**src/rtl/wsc_pkg.sv**
```systemverilog
// Shared types and constants of the weighted spectrum combiner.
`timescale 1ns / 1ps

package wsc_pkg;

	localparam int unsigned WSC_NUM_BINS = 16384;

	localparam int IDX_W = 14;
	localparam int POW_W = 24;
	localparam int WGT_W = 16;
	localparam int SUM_W = 48;
	localparam int SIG_W = 24;
	localparam int CNT_W = 16;

	localparam int QUEUE_DEPTH = 2;
	localparam int MOD_STEPS   = 6;

	typedef struct packed {
		logic        [IDX_W-1:0] idx;
		logic signed [POW_W-1:0] power;
		logic        [WGT_W-1:0] weight;
	} item_t;

	typedef struct packed {
		logic        [IDX_W-1:0] idx;
		logic signed [POW_W-1:0] power;
		logic        [SIG_W-1:0] sigma;
		logic        [CNT_W-1:0] count;
		logic                    zero;
	} result_t;

	typedef struct packed {
		logic signed [POW_W-1:0] power;
		logic        [SUM_W-1:0] sum;
		logic        [CNT_W-1:0] count;
	} entry_t;

endpackage

```
**src/rtl/wsc_front.sv**
```systemverilog
// Input stage: takes one item and folds its bin index into the store range.
`timescale 1ns / 1ps

module wsc_front import wsc_pkg::*; #(
	parameter int unsigned NUM_BINS = WSC_NUM_BINS
) (
	input  logic                    clk,
	input  logic                    arst_n,
	input  logic                    in_push,
	output logic                    in_full,
	input  logic        [IDX_W-1:0] in_index,
	input  logic signed [POW_W-1:0] in_power,
	input  logic        [WGT_W-1:0] in_weight,
	input  logic                    hold,
	input  logic                    q_full,
	output logic                    q_push,
	output item_t                   q_item
);

	typedef enum logic [1:0] {F_IDLE, F_MOD, F_PUSH} fstate_t;

	localparam int MW = 26;
	localparam logic [MW-1:0] BINS_EXT = MW'(NUM_BINS);

	fstate_t      state_q;
	item_t        item_q;
	logic   [2:0] step_q;

	logic [MW-1:0] shifted;
	logic [MW-1:0] idx_ext;
	logic [MW-1:0] idx_sub;
	logic          take;

	always_comb begin
		shifted = BINS_EXT << step_q;
		idx_ext = MW'(item_q.idx);
		take    = idx_ext >= shifted;
		idx_sub = idx_ext - shifted;
	end

	assign in_full = (state_q != F_IDLE) || hold;
	assign q_push  = (state_q == F_PUSH);
	assign q_item  = item_q;

	always_ff @(posedge clk or negedge arst_n) begin
		if (!arst_n) begin
			state_q <= F_IDLE;
			step_q  <= '0;
			item_q  <= '0;
		end else begin
			unique case (state_q)
				F_IDLE: begin
					if (in_push && !in_full) begin
						item_q.idx    <= in_index;
						item_q.power  <= in_power;
						item_q.weight <= in_weight;
						step_q        <= 3'(MOD_STEPS - 1);
						state_q       <= F_MOD;
					end
				end
				F_MOD: begin
					// Restoring reduction, one shifted multiple of the bin count per cycle.
					if (take) begin
						item_q.idx <= idx_sub[IDX_W-1:0];
					end
					if (step_q == 3'd0) begin
						state_q <= F_PUSH;
					end else begin
						step_q <= step_q - 3'd1;
					end
				end
				F_PUSH: begin
					if (!q_full) begin
						state_q <= F_IDLE;
					end
				end
				default: state_q <= F_IDLE;
			endcase
		end
	end

endmodule

```
**config.mk**
```make
export PLATFORM = sky130hd
export DESIGN_NAME = wsc_front
export DESIGN_NICKNAME = d
export VERILOG_FILES = /design/src/rtl/wsc_pkg.sv /design/src/rtl/wsc_front.sv
export SDC_FILE = /design/constraint.sdc
export NUM_CORES = 1
export LEC_CHECK = 0
export BUFFER_PORTS_ARGS = -buffer_cell sky130_fd_sc_hd__buf_2
export CORE_ASPECT_RATIO = 0.6
export CORE_MARGIN = 1.5
export CORE_UTILIZATION = 45
export DETAILED_ROUTE_END_ITERATION = 7
export MAX_ROUTING_LAYER = met4
export PLACE_DENSITY = 0.79
export SYNTH_ARGS = -nofsm -noshare
export SYNTH_HDL_FRONTEND = slang
export SYNTH_SLANG_ARGS = --single-unit
```
**constraint.sdc**
```tcl
create_clock -name clk -period 1.7 [get_ports clk]
set_input_delay 0.255 -clock clk [delete_from_list [all_inputs] [get_ports clk]]
set_output_delay 0.255 -clock clk [all_outputs]
set_load 0.005 [all_outputs]
```
-- Word level (Yosys, flattened, before mapping)
Cells that the tools add are included.
- input bits: 59
- word-level logic and storage cells: 37
- bits in registers: 59
- output and inout port bits: 56
- $add $sub $neg: 2
- equality and inequality tests: 7
- multiplexer cells: 10
- reductions and logical operators: 11
- order comparisons: 1
- shift operators: 1
- operators with widths (operator ; number):
    54-bit 2-to-1 mux ; 1
    14-bit case mux with 2 select lines ; 1
    14-bit by 26-bit greater-or-equal comparator with 1-bit output ; 1
    15-bit by 3-bit left shift with 26-bit output, first input constant ; 1
    14-bit 2-to-1 mux ; 1
    14-bit subtractor ; 1
    2-bit inequality test, second input constant ; 5
    3-bit AND reduction ; 3
    2-bit 2-to-1 mux ; 3
    3-bit 2-to-1 mux ; 2
    2-bit case mux with 3 select lines ; 1
    3-bit case mux with 2 select lines ; 1
    2-bit nonzero test ; 2
    3-bit zero test ; 1
    3-bit by 1-bit subtractor with 3-bit output, second input constant ; 1
    2-bit by 1-bit == test with 1-bit output, second input constant ; 1
    2-bit == test, second input constant ; 1
    2-bit zero test ; 1
    2-bit AND reduction ; 1
    1-bit logical AND ; 1
    1-bit zero test ; 1
    1-bit logical OR ; 1

-- Logic depth before layout (Yosys ltp)
- depth in word-level cells: 6
- depth in mapped cells: 5
- gate-level depth less buffers: 5

-- Worst setup path before layout
OpenSTA, ideal clock, no wires.
- path kind: register -> register
- from: reg state_q[0]
- to: reg item_q, in the netlist q_item[10]
- stages on the path, launching flop included: 5
- required time: 1.573 ns
- setup time: 0.127 ns
- path slack: 0.242 ns
- data arrival time: 1.330 ns
- period minus slack after synthesis: 1.458 ns
- path through: dfrtp_1 -> nor4b_4 -> buf_6 -> buf_6 -> mux2_1
- word-level cells in the longest chain between the ends: 5
- ends and longest elaborated chain (item ; line ; RTL):
    start: declaration ; wsc_front.sv:25 ; fstate_t state_q;
    start signal: assignment ; wsc_front.sv:47 ; state_q <= F_IDLE;
    start signal: assignment ; wsc_front.sv:58 ; state_q <= F_MOD;
    start signal: assignment ; wsc_front.sv:67 ; state_q <= F_PUSH;
    2-bit nonzero test ; wsc_front.sv:41 ; assign in_full = (state_q != F_IDLE) || hold;
    1-bit logical OR ; wsc_front.sv:41 ;
    1-bit zero test ; wsc_front.sv:53 ; if (in_push && !in_full) begin
    1-bit logical AND ; wsc_front.sv:53 ;
    2-bit AND reduction (no source line) * ; - ;
    end: declaration ; wsc_front.sv:26 ; item_t item_q;
Every way passes the cells marked *; elsewhere a longest branch is shown, timed or not.
A chain may end at the register's enable or synchronous reset.

-- Final worst setup path
- from: reg state_q[1]
- to: reg item_q, in the netlist q_item[20]
The elaborated chain is that of the path after synthesis.

==> summary.md <==
| Metric | Value |
|---|---|
| Status | complete, no violations |
| Yosys warning count | 0 |
| Area grow syn2layout | 37.2% |
| Final worst slack | 133 ps |
| Die width | 95.3 um |
| Fin crit share | 92.2% |
| Crit-path max cell delay | 420 ps |
| Skew-Pair Late Insertion Delay | 320 ps |
| Initial Utilization | 48.6% |
| Dpl cells | 314 |
| Clock Tree Root | clkbuf_8 |
| Synth Area in Adders | 1.09% |
| Postcts setup bufs | 0 |
| Worst-path fanout max | 33 |
| PwrDens | 1770 nW/um2 |
| Area post-placement | 2940 um2 |
| Most common cell after layout, fill and taps aside | buf_2 |
| Multi-input logic area | 744 um2 |
| Arr. time, crit path | 1780 ps |
| Final Hold Viols | 0 |
| TritonCTS clock tree | yes |
| Final setup violation count | 0 |
| Initial antenna violation count | 0 |
| Fin Clk Skew | 4.72 ps |
| Max_slew headroom | 75.9% |
| RePlAce Congestion | 0.703 |
| Post-synthesis mux area share | 26.4% |
| Synthesized area | 2300 um2 |
| Post-detail-place hpwl | 3380 um |
| Leak | 1.58 nW |
| Sequential share of the synthesized area | 64.2% |
| RSZ-0062 raised after global routing | false |
| First-pass GRT wire length | 7160 um |
| CP Launch Type | register |
| Maximum capacitance violations | 0 |
| Routed vias | 1545 |
| XOR/XNOR Fraction of Synth Area | 0% |
| Post-synthesis compound-gate area fraction | 2.07% |
| Clk buf depth | 2 |
| Dpl ws | 94.8 ps |
| Inserted Clock Buffers | 9 |
| Actual slew at the worst max-slew pin | 360 ps |
| Crit-path cells | nor4b_4, buf_12, mux2_2 |
| Largest family of logic cells by synthesized area | multiplexers |
| # DRC | 0 |
| Max Slew Vio Count | 0 |
| Clk slew on worst S/H paths | 70 ps |
| Vias in the first global route | 1558 |
| Final net count | 324 |
| Post-synth cell types | 20 |
| I/O pins | 115 |
| Minimum clock period | 1570 ps |
| H-tree levels | 3 |
| Seq cells post-synth | 59 |
| Total Power | 5.58 mW |
| Worst hold path type | input port to register |
| Syn Area/Cell | 16.5 um2 |
| Max Freq | 638 MHz |
| Global Route Usage Sum | 18.3% |
| Via density | 4.68 |
| FF/Latch Area | 1480 um2 |
| Finished Layout Cells | 330 |
| Initial DRC count | 53 |
| Filler cell count | 381 |
| Layout cell share with drive strength beyond 1 | 56.6% |
| Clock sinks | 59 |
| # rows | 19 |
| Most frequent cells in the layout | buf_2 (114), dfrtp_1 (59), mux2_1 (38), mux2_2 (16), clkbuf_8 (11) |
| Largest net degree at the start of global routing | 60 |
| Worst-path cell with the longest stage delay | dfrtp_1 |
| Antenna viol nets, final | 0 |
| Worst VDD drop | 0.00101 V |
| DRT Wirelength | 4600 um |
| Setup TNS | 0 ps |
| Pre-antenna DRT Iters | 4 |
| Antenna Cells | 0 |
| Count of input and output buffers | 114 |
| Crit end category | register |
| Die area | 5560 um2 |
| Simple-gate share of the synthesized area | 2.77% |
| Design Area, Final | 3160 um2 |
| Post-synthesis net count | 200 |
| Cells after Synth | 139 |
| R2R Setup Slk | 130 ps |
| Critical path class | register to register |
| CP top delay family | flip-flops |
| CP required | 1910 ps |
| WL/cell | 13.9 um |
| Buffers & Inverters on Critical Path | 1 |
| GR Overflow Total | 0 |
| Core area | 4730 um2 |
| DIE HEIGHT | 58.4 um |
## per-layer routing
metal	wire length, um	global-route usage (%)
met1	2100	22.3
met2	2050	26.5
met3	450	10.1
met4	4	4.48
met5	0	-
## logic make-up after synthesis
group	after synthesis
flops	59
mux	54
buf+inv	10
simple gates	8
compound gates	6
fa+ha+maj	2
## state kept, by name (all words and copies together) (netlist names)
name	count
state_q	2
q_item	54
step_q	3
## per-stage QoR
stage               utilization (%)  hold slack, ps
global placement               62.2             282
CTS                            66.6             129
global route                   66.7             117
finish                         66.7             145
floorplan                         -           -40.6
detailed placement             62.2             282
## synth_stat cells
cell type,n,area [um2]
or3_1,1,6.26
and3_1,1,6.26
nor4b_4,1,23.8
and2b_1,1,7.51
inv_1,4,15.0
buf_6,5,56.3
nor2_1,1,3.75
a311o_1,1,10.0
ha_1,2,25.0
nand2_1,1,3.75
mux2_1,38,428
a21oi_1,2,10.0
nor2b_1,1,6.26
a21oi_2,1,8.76
mux2_2,16,180
a32o_1,1,10.0
dfrtp_1,59,1480
o2bb2ai_1,1,8.76
buf_4,1,7.51
nand2b_1,1,6.26
## final timing paths
kind | startpoint | end | depth (start not counted)
worst max-delay path | state_q[1] | q_item[20] | 3
min in group asynchronous | arst_n | q_item[50] | 3
worst min-delay path | in_index[5] | q_item[45] | 2
max in group asynchronous | arst_n | step_q[0] | 3
worst min register to register | q_item[13] | q_item[13] | 1
worst max register to register | state_q[1] | q_item[20] | 3
## worst register-to-register path, cell delays in order, from the launching register on
cell	delay, ps
dfrtp_1	420
nor4b_4	400
buf_12	250
mux2_2	390
## power breakdown
part | internal, mW | switching, mW | total (mW)
Clock | 0.745 | 0.519 | 1.26
Sequential | 2.12 | 0.347 | 2.47
Combinational | 1.07 | 0.777 | 1.85
## cell type report
type,instances,share of cell area [%]
clock buffer,11,4.80
clock inverter,4,1.59
inverter,4,0.476
multi-input combinational,70,23.6
sequential,59,46.8
tap,63,2.50
timing repair buffer,119,20.3
## repair_timing
action / in CTS / in global routing
setup endpoints to repair: 0 / 7
gates resized for setup: 0 / 1
hold endpoints to repair: 59 / 0
hold buffers: 1 / 0
(Power assumes the default switching activity.)
