File: config.mk
export PLATFORM = sky130hd
export DESIGN_NAME = wsc_queue
export DESIGN_NICKNAME = d
export VERILOG_FILES = /design/src/rtl/wsc_pkg.sv /design/src/rtl/wsc_queue.sv
export SDC_FILE = /design/constraint.sdc
export NUM_CORES = 1
export LEC_CHECK = 0
export BUFFER_PORTS_ARGS = -buffer_cell sky130_fd_sc_hd__buf_2
export CAP_MARGIN = 5
export CORE_MARGIN = 3
export CORE_UTILIZATION = 52
export CTS_CLUSTER_DIAMETER = 50
export DETAILED_ROUTE_END_ITERATION = 7
export HOLD_SLACK_MARGIN = 0.02
export PLACE_DENSITY = 0.79
export SYNTH_ARGS = -nofsm -noshare
export SYNTH_HDL_FRONTEND = slang
export SYNTH_SLANG_ARGS = --single-unit
File: constraint.sdc
create_clock -name clk -period 4.2 [get_ports clk]
set_input_delay 0.63 -clock clk [delete_from_list [all_inputs] [get_ports clk]]
set_output_delay 0.63 -clock clk [all_outputs]
set_load 0.01 [all_outputs]
File: src/rtl/wsc_pkg.sv
// Shared types and constants of the weighted spectrum combiner.
`timescale 1ns / 1ps

package wsc_pkg;

	localparam int unsigned WSC_NUM_BINS = 16384;

	localparam int IDX_W = 14;
	localparam int POW_W = 24;
	localparam int WGT_W = 16;
	localparam int SUM_W = 48;
	localparam int SIG_W = 24;
	localparam int CNT_W = 16;

	localparam int QUEUE_DEPTH = 2;
	localparam int MOD_STEPS   = 6;

	typedef struct packed {
		logic        [IDX_W-1:0] idx;
		logic signed [POW_W-1:0] power;
		logic        [WGT_W-1:0] weight;
	} item_t;

	typedef struct packed {
		logic        [IDX_W-1:0] idx;
		logic signed [POW_W-1:0] power;
		logic        [SIG_W-1:0] sigma;
		logic        [CNT_W-1:0] count;
		logic                    zero;
	} result_t;

	typedef struct packed {
		logic signed [POW_W-1:0] power;
		logic        [SUM_W-1:0] sum;
		logic        [CNT_W-1:0] count;
	} entry_t;

endpackage

File: src/rtl/wsc_queue.sv
// Short item queue between the input stage and the update engine.
`timescale 1ns / 1ps

module wsc_queue import wsc_pkg::*; (
	input  logic  clk,
	input  logic  arst_n,
	input  logic  wr_en,
	input  item_t wr_item,
	output logic  full,
	input  logic  rd_en,
	output item_t rd_item,
	output logic  empty
);

	localparam int PW = (QUEUE_DEPTH > 1) ? $clog2(QUEUE_DEPTH) : 1;

	item_t         slot_q [QUEUE_DEPTH];
	logic [PW-1:0] wr_ptr_q;
	logic [PW-1:0] rd_ptr_q;
	logic [PW:0]   count_q;
	logic          wr;
	logic          rd;

	assign full    = (count_q == (PW+1)'(QUEUE_DEPTH));
	assign empty   = (count_q == '0);
	assign wr      = wr_en && !full;
	assign rd      = rd_en && !empty;
	assign rd_item = slot_q[rd_ptr_q];

	always_ff @(posedge clk) begin
		if (wr) begin
			slot_q[wr_ptr_q] <= wr_item;
		end
	end

	always_ff @(posedge clk or negedge arst_n) begin
		if (!arst_n) begin
			wr_ptr_q <= '0;
			rd_ptr_q <= '0;
			count_q  <= '0;
		end else begin
			if (wr) begin
				wr_ptr_q <= (wr_ptr_q == PW'(QUEUE_DEPTH - 1)) ? '0 : wr_ptr_q + 1'b1;
			end
			if (rd) begin
				rd_ptr_q <= (rd_ptr_q == PW'(QUEUE_DEPTH - 1)) ? '0 : rd_ptr_q + 1'b1;
			end
			if (wr && !rd) begin
				count_q <= count_q + 1'b1;
			end else if (rd && !wr) begin
				count_q <= count_q - 1'b1;
			end
		end
	end

`ifndef NO_ASSERTIONS
	a_count_bound: assert property (@(posedge clk) disable iff (!arst_n)
		count_q <= (PW+1)'(QUEUE_DEPTH))
		else $error("queue fill count beyond depth");
`endif

endmodule

After elaboration in Yosys (flattened, before gate mapping)
Memories as Yosys holds them, arrays and structs flattened.
Cells that the tools add are included.
W data, S select, Z words.
{"block": "classes", "n_addsub": 4, "eq_ne": 1, "n_mux": 6, "reduce_logical": 10}
{"operator": "$logic_and A1 B1 Y1", "count": 4}
{"operator": "$logic_not A1 Y1", "count": 4}
{"operator": "$mux W1", "count": 4}
{"operator": "$mux W2", "count": 2}
{"operator": "$add A1 B1 Y1 const B", "count": 2}
{"operator": "$add A2 B1 Y2 const B", "count": 1}
{"operator": "$eq A2 B2 Y1 const B", "count": 1}
{"operator": "$logic_not A2 Y1", "count": 1}
{"operator": "$reduce_bool A2 Y1", "count": 1}
{"operator": "$sub A2 B1 Y2 const B", "count": 1}
{"block": "word_totals", "register_bits": 4, "ramBits": 108, "out_inout_bits": 56, "mem_count": 1}
{"memory": "slot_q", "words": 2, "word_bits": 54, "rd": 1, "rd_ports_with_merged_regs": 0, "wr": 1, "line": "wsc_queue.sv:17", "source": "item_t slot_q [QUEUE_DEPTH];"}

Longest topological paths before layout
Gate-level depths: netlist (run 1).
{"block": "logic_depth", "depth_word": 7, "depth_mapped": 7, "mapped_depth_nobuf": 7}

Worst setup path before layout (run 1)
Ideal clock, no wire load.
{"block": "synth_path", "kind": "in2reg", "start": "input wr_en", "end": "memory slot_q[0][0] (netlist bit) (enable)", "setup_time_ns": 0.466, "arrival_time_ns": 2.982, "t_required_ns": 3.734, "setup_slack_ns": 0.752, "cell_stages": 2, "n_path_buf": 0, "cell_sequence": "nand2_1 > nor2_1"}
{"block": "synth_between", "elab_chain_cells": 3}
{"element": "start, declared", "line": "wsc_queue.sv:7", "source": "input logic wr_en,"}
{"element": "$logic_and A1 B1 Y1", "line": "wsc_queue.sv:26", "source": "assign wr = wr_en && !full;"}
{"element": "$mux W1", "line": "wsc_queue.sv:31", "source": "if (wr) begin"}
{"element": "$mux W1 (not written as such)", "line": "wsc_queue.sv:32", "source": "slot_q[wr_ptr_q] <= wr_item;"}
{"element": "end, declared", "line": "wsc_queue.sv:17"}
No other way between the ends.

==> results.json, run 1 <==
{
  "drt-total-wl_um": 6660,
  "ys_types": 15,
  "root_buffer": "clkbuf_8",
  "powerDensity_nw_per_um2": 657,
  "yosysTopAreaCellShare_pct": 74.7,
  "fp-row-count": 32,
  "syn_to_final_growth_pct": 18.2,
  "power.total_mw": 3.37,
  "postCtsSetupBuffers": 0,
  "slew_headroom_pct": 30.6,
  "antenna_found_initial": 0,
  "antenna_cells": 0,
  "portBuffers": 113,
  "vias_per_cell": 4.99,
  "seq_area_frac_synth_pct": 77.0,
  "crit_type": "reg2out",
  "grt.total_usage_pct": 14.3,
  "setup_tns_ns": 0,
  "critPathMaxFanout": 55,
  "cts_tree": "done",
  "clock_sinks": 112,
  "cts_made_buffers": 9,
  "postCtsResizedCells": 0,
  "max_freq_mhz": 375,
  "r2r-start": "count_q[0]$_DFFE_PN0P_",
  "rr_worst_depth": 4,
  "final-hold-violation-count": 0,
  "synth_top_cell_by_area": "edfxtp_1",
  "synthCells": 187,
  "cts_max_level": 3,
  "drc": 0,
  "ys_seq_elements": 112,
  "nets": 367,
  "period_share_pct": 63.4,
  "grt.overflow.total": 0,
  "synth.cell_area_um2": 4340,
  "reg2reg_slack_ns": 1.97,
  "seq_area_um2": 3350,
  "drt_iter0_markers": 64,
  "grt_max_degree": 56,
  "grt_pass1_wl_um": 10500,
  "dieArea_um2": 9480,
  "grt_pass1_vias": 2237,
  "cp_data_required_time_ns": 3.57,
  "start_kind": "flop",
  "start_util_pct": 54.8,
  "coreArea_um2": 7930,
  "vias": 2070,
  "syn_avg_cell_area_um2": 23.2,
  "post-route-min-period_ns": 2.66,
  "tightest_slew_ns": 1.04,
  "maxSlewViolCount": 0,
  "clock-skew-final_ns": 0.00660,
  "die_w_um": 97.4,
  "p_leak_nw": 2.08,
  "hold_class": "in2async",
  "dr.pass1.iters": 4,
  "end_kind": "output port",
  "gp_congestion": 0.703,
  "io_pins": 114,
  "status": "completed",
  "multiInputGateArea_um2": 890,
  "nFillCells": 558,
  "synth_nets": 246,
  "cts_hold_buf": 0,
  "irDropWorstVdd_uv": 540,
  "setup_viol_count_final": 0,
  "clk_latency_ns": 0.35,
  "synthTopCellsByArea": "edfxtp_1, mux2_4, buf_12",
  "path_clk_slew_ns": 0.10,
  "die_y_um": 97.4,
  "rr_endpoint": "slot_q[0][22]$_DFFE_PP_",
  "ys_warn_count": 0,
  "wl_per_cell_um": 16.1,
  "critPathArrivalTime_ns": 2.03,
  "rsz0062_at_grt": "false",
  "cts_buffer_depth": 2,
  "dpl.hpwl_um": 4470,
  "drv_cap": 0,
  "drive_gt1_share_pct": 60.1,
  "ant_nets": 0
}
-- kinds of logic after synthesis --
group | after synthesis | synth area share, %
mux | 54 | 18.2
fa+ha+maj | 1 | 0.288
flops | 112 | 77.0
buf+inv | 8 | 2.74
compound gates | 1 | 0.115
xor+xnor | 5 | 1.01
simple gates | 6 | 0.634
-- power breakdown --
part	switching, mW	total, mW	internal, mW
clock network	0.336	0.556	0.219
registers	0.213	1.74	1.53
logic	0.456	1.07	0.613
total	1.01	3.37	2.36
-- flip-flops by register name (all words and copies together) (netlist names) --
register / cells
slot_q: 108
count_q: 2
rd_ptr_q: 1
wr_ptr_q: 1
-- layout by cell type (no fill, tap or decap) --
cell type,n
dfrtp_1,3
dfrtp_4,1
mux2_2,5
edfxtp_1,108
o21ai_1,1
xnor2_1,3
nor2_1,2
buf_4,3
nor2_4,1
inv_6,1
clkbuf_8,9
mux2_4,49
buf_2,113
nand2_1,1
clkbuf_1,1
clkinv_4,3
inv_1,2
ha_1,1
nand2b_1,1
xor2_1,2
clkinv_2,2
and3_2,1
-- per-stage QoR --
step | std cells | cell area, um2 | hold slack, ns | utilization [%] | setup slack (ns)
after floorplan | 187 | 4340 | 0.334 | - | 0.752
after global placement | 399 | 4960 | 0.440 | 62.6 | 1.86
after detailed placement | 399 | 4960 | 0.443 | 62.6 | 1.82
after CTS | 415 | 5130 | 0.0480 | 64.7 | 1.49
after global routing | 415 | 5130 | 0.0357 | 64.7 | 1.42
final | 415 | 5130 | 0.0616 | 64.7 | 1.54
-- synth_stat cells (all sizes together) --
cell type / n
and3: 1
buf: 6
dfrtp: 4
edfxtp: 108
ha: 1
inv: 2
mux2: 54
nand2: 1
nand2b: 1
nor2: 3
o21ai: 1
xnor2: 3
xor2: 2
-- worst max-delay path, stage by stage (launching register included) --
cell	delay, ns
dfrtp_4	1.09
mux2_2	0.42
buf_2	0.14
-- routing by layer --
metal	share of wire [%]	track usage, %
met4	2.6	6.82
met3	6.2	3.80
met1	39	16.4
met5	0	0
met2	53	24.8
-- how the worst max path moves through the flow --
| stage | end | slack [ns] | startpoint | depth (start not counted) |
|---|---|---|---|---|
| after floorplan | slot_q[0][0]$_DFFE_PP_ | 0.75 | wr_en | 2 |
| after global placement | slot_q[0][30]$_DFFE_PP_ | 1.86 | wr_en | 4 |
| after detailed placement | slot_q[0][24]$_DFFE_PP_ | 1.82 | wr_en | 4 |
| after CTS | rd_item[36] | 1.49 | rd_ptr_q$_DFFE_PN0P_ | 2 |
| after global routing | rd_item[36] | 1.42 | rd_ptr_q$_DFFE_PN0P_ | 2 |
| final | rd_item[36] | 1.54 | rd_ptr_q$_DFFE_PN0P_ | 2 |
-- layout make-up --
cell class / count / share of cell area (%)
Clock inverter: 6 / 0.878
Multi-Input combinational cell: 67 / 17.3
Tap cell: 102 / 2.49
Sequential cell: 112 / 65.2
Inverter: 2 / 0.146
Timing Repair Buffer: 116 / 11.5
Clock buffer: 10 / 2.49
(Power assumes the default switching activity.)
==> run 2: changes to the inputs <==
- ABC_AREA: not set -> 1
- CORE_UTILIZATION: 52 -> 47
- PLACE_DENSITY: 0.79 -> 0.76
- clock period: 4.2 -> 2.2 ns (I/O delays scaled with it)
==> run 2 against run 1 <==
Net effect: sequential share of layout area grew 1.3 points; setup slack got worse by 1.2 ns; synthesized cell count is 67% higher; hold slack better by 0.092 ns; critical endpoint is now rd_item[40]; highest routed layer unchanged.
==> results.json, run 2 <==
{
  "synth_edf_count": 108,
  "drc": 0,
  "grt_pass1_vias": 2492,
  "drive_gt1_share_pct": 32.3,
  "dr.pass1.iters": 4,
  "cp_data_required_time_ns": 1.87,
  "antenna_cells": 0,
  "root_buffer": "clkbuf_8",
  "synthTopCellsByArea": "edfxtp_1, nand2_1, dfrtp_1",
  "synth.cell_area_um2": 4160,
  "ys_warn_count": 0,
  "drt-total-wl_um": 7460,
  "drv_cap": 0,
  "critPathMaxFanout": 32,
  "syn_to_final_growth_pct": 21.1,
  "die_y_um": 100,
  "post-route-min-period_ns": 1.82,
  "holdPathEnd": "slot_q[1][44]$_DFFE_PP_",
  "portBuffers": 113,
  "placed_cells": 528,
  "synth_top_cell_by_area": "edfxtp_1",
  "r2r-start": "count_q[1]$_DFFE_PN0P_",
  "reg2reg_slack_ns": 0.59,
  "p_leak_nw": 2.20,
  "dieArea_um2": 10000,
  "rsz0062_at_grt": "false",
  "period_share_pct": 82.6,
  "cts_max_level": 3,
  "rr_worst_depth": 6,
  "grt.overflow.total": 0,
  "io_pins": 114,
  "hold_depth": 1,
  "synthFlopType": "edfxtp_1",
  "top_register": "slot_q",
  "final_common_cell": "nand2_1",
  "hold_class": "in2reg",
  "synth_nets": 372,
  "end_kind": "output port",
  "irDropWorstVdd_uv": 781,
  "min_from": "wr_item[44]",
  "clk_latency_ns": 0.35,
  "cts_made_buffers": 9,
  "fp-row-count": 33,
  "status": "completed",
  "rr_endpoint": "slot_q[0][11]$_DFFE_PP_",
  "nets": 494,
  "ys_types": 15,
  "largest_reg_flops": 108,
  "drt_iter0_markers": 72,
  "syn_avg_cell_area_um2": 13.3,
  "synth_common_cells": "nand2_1, edfxtp_1, inv_1",
  "synth_most_common_cell": "nand2_1",
  "cts_buffer_depth": 2,
  "vias": 2562,
  "path_clk_slew_ns": 0.10,
  "maxSlewViolCount": 0,
  "slew_headroom_pct": 71.8,
  "async_flop_share_pct": 3.57,
  "start_util_pct": 49.6,
  "die_w_um": 100,
  "critPathArrivalTime_ns": 1.49,
  "clock_sinks": 112,
  "max_freq_mhz": 550,
  "yosysTopAreaCellShare_pct": 78.0,
  "setup_viol_count_final": 0,
  "cts_tree": "done",
  "crit_type": "reg2out",
  "dpl.hpwl_um": 5080,
  "tightest_slew_ns": 0.419,
  "setup_tns_ns": 0,
  "final-hold-violation-count": 0,
  "postCtsSetupBuffers": 0,
  "powerDensity_nw_per_um2": 1250,
  "gp_congestion": 0.815,
  "coreArea_um2": 8380,
  "final_cells": 544,
  "seq_area_frac_synth_pct": 80.5,
  "ant_nets": 0,
  "vias_per_cell": 4.71,
  "grt_pass1_wl_um": 11800,
  "clock-skew-final_ns": 0.00744,
  "reg.largest.list": "slot_q: 108 flops, count_q: 2 flops",
  "start_kind": "flop",
  "antenna_found_initial": 0,
  "grt.total_usage_pct": 15.4,
  "final_cell_mix": "nand2_1, buf_2, edfxtp_1, clkbuf_8, buf_4",
  "ys_seq_elements": 112,
  "grt_max_degree": 33,
  "synthCells": 313,
  "wl_per_cell_um": 13.7
}
-- run 2: timing repair --
| item | CTS | global route |
|---|---|---|
| gates resized for setup | 0 | 0 |
| endpoints found under the hold margin | 4 | 0 |
| hold buffers | 1 | 0 |
-- run 2: final cells by class --
type	instances	area, um2
Tap cell	105	131
Timing Repair Buffer	122	636
Multi-Input combinational cell	182	719
Fill cell	703	3350
Inverter	8	30.0
Clock buffer	9	124
Sequential cell	112	3340
Clock inverter	6	46.3
-- run 2: worst max-delay path: stages, from the launching register on --
cell     delay, ns
dfrtp_2       0.43
inv_2         0.06
buf_4         0.31
nand2_1       0.10
nand2_1       0.10
buf_2         0.14
-- run 2: layer usage --
layer  global-route usage (%)  share of wire (%)
met1                     20.0                 42
met2                     25.1                 49
met3                     4.93                7.9
met4                     4.77                1.2
met5                        0                  0
-- run 2: cells by family after synthesis --
family	synth area share (%)
simple gates	16.4
flops	80.5
buf+inv	2.41
compound gates	0.241
xor+xnor	0.211
fa+ha+maj	0.301
-- run 2: per-stage QoR --
step                      power [mW]  setup WS (ns)  area [um2]  utilization (%)  hold WS, ns
final                           6.30          0.383        5030             60.0        0.153
after detailed placement        5.35          0.609        4850             57.9        0.152
after global routing            6.75          0.242        5030             60.0        0.132
after floorplan                 4.44         0.0303        4160                -       0.0344
after global placement          5.28          0.687        4850             57.9        0.145
after CTS                       6.40          0.352        5030             60.0        0.134
-- run 2: how the worst max path moves through the flow --
stage                             endpoint  slack [ns]                    from  cells after the start
floorplan           slot_q[0][0]$_DFFE_PP_        0.03  count_q[1]$_DFFE_PN0P_                      5
global placement    slot_q[0][3]$_DFFE_PP_        0.69  count_q[1]$_DFFE_PN0P_                      6
detailed placement  slot_q[0][9]$_DFFE_PP_        0.61  count_q[1]$_DFFE_PN0P_                      6
CTS                            rd_item[40]        0.35    rd_ptr_q$_DFFE_PN0P_                      5
global route                   rd_item[51]        0.24    rd_ptr_q$_DFFE_PN0P_                      5
finish                         rd_item[40]        0.38    rd_ptr_q$_DFFE_PN0P_                      5
-- run 2: power by group --
part	leakage, nW	internal [mW]	switching [mW]
combinational	1.07	0.747	1.46
sequential	1.05	2.91	0.127
clock	0.0817	0.412	0.647
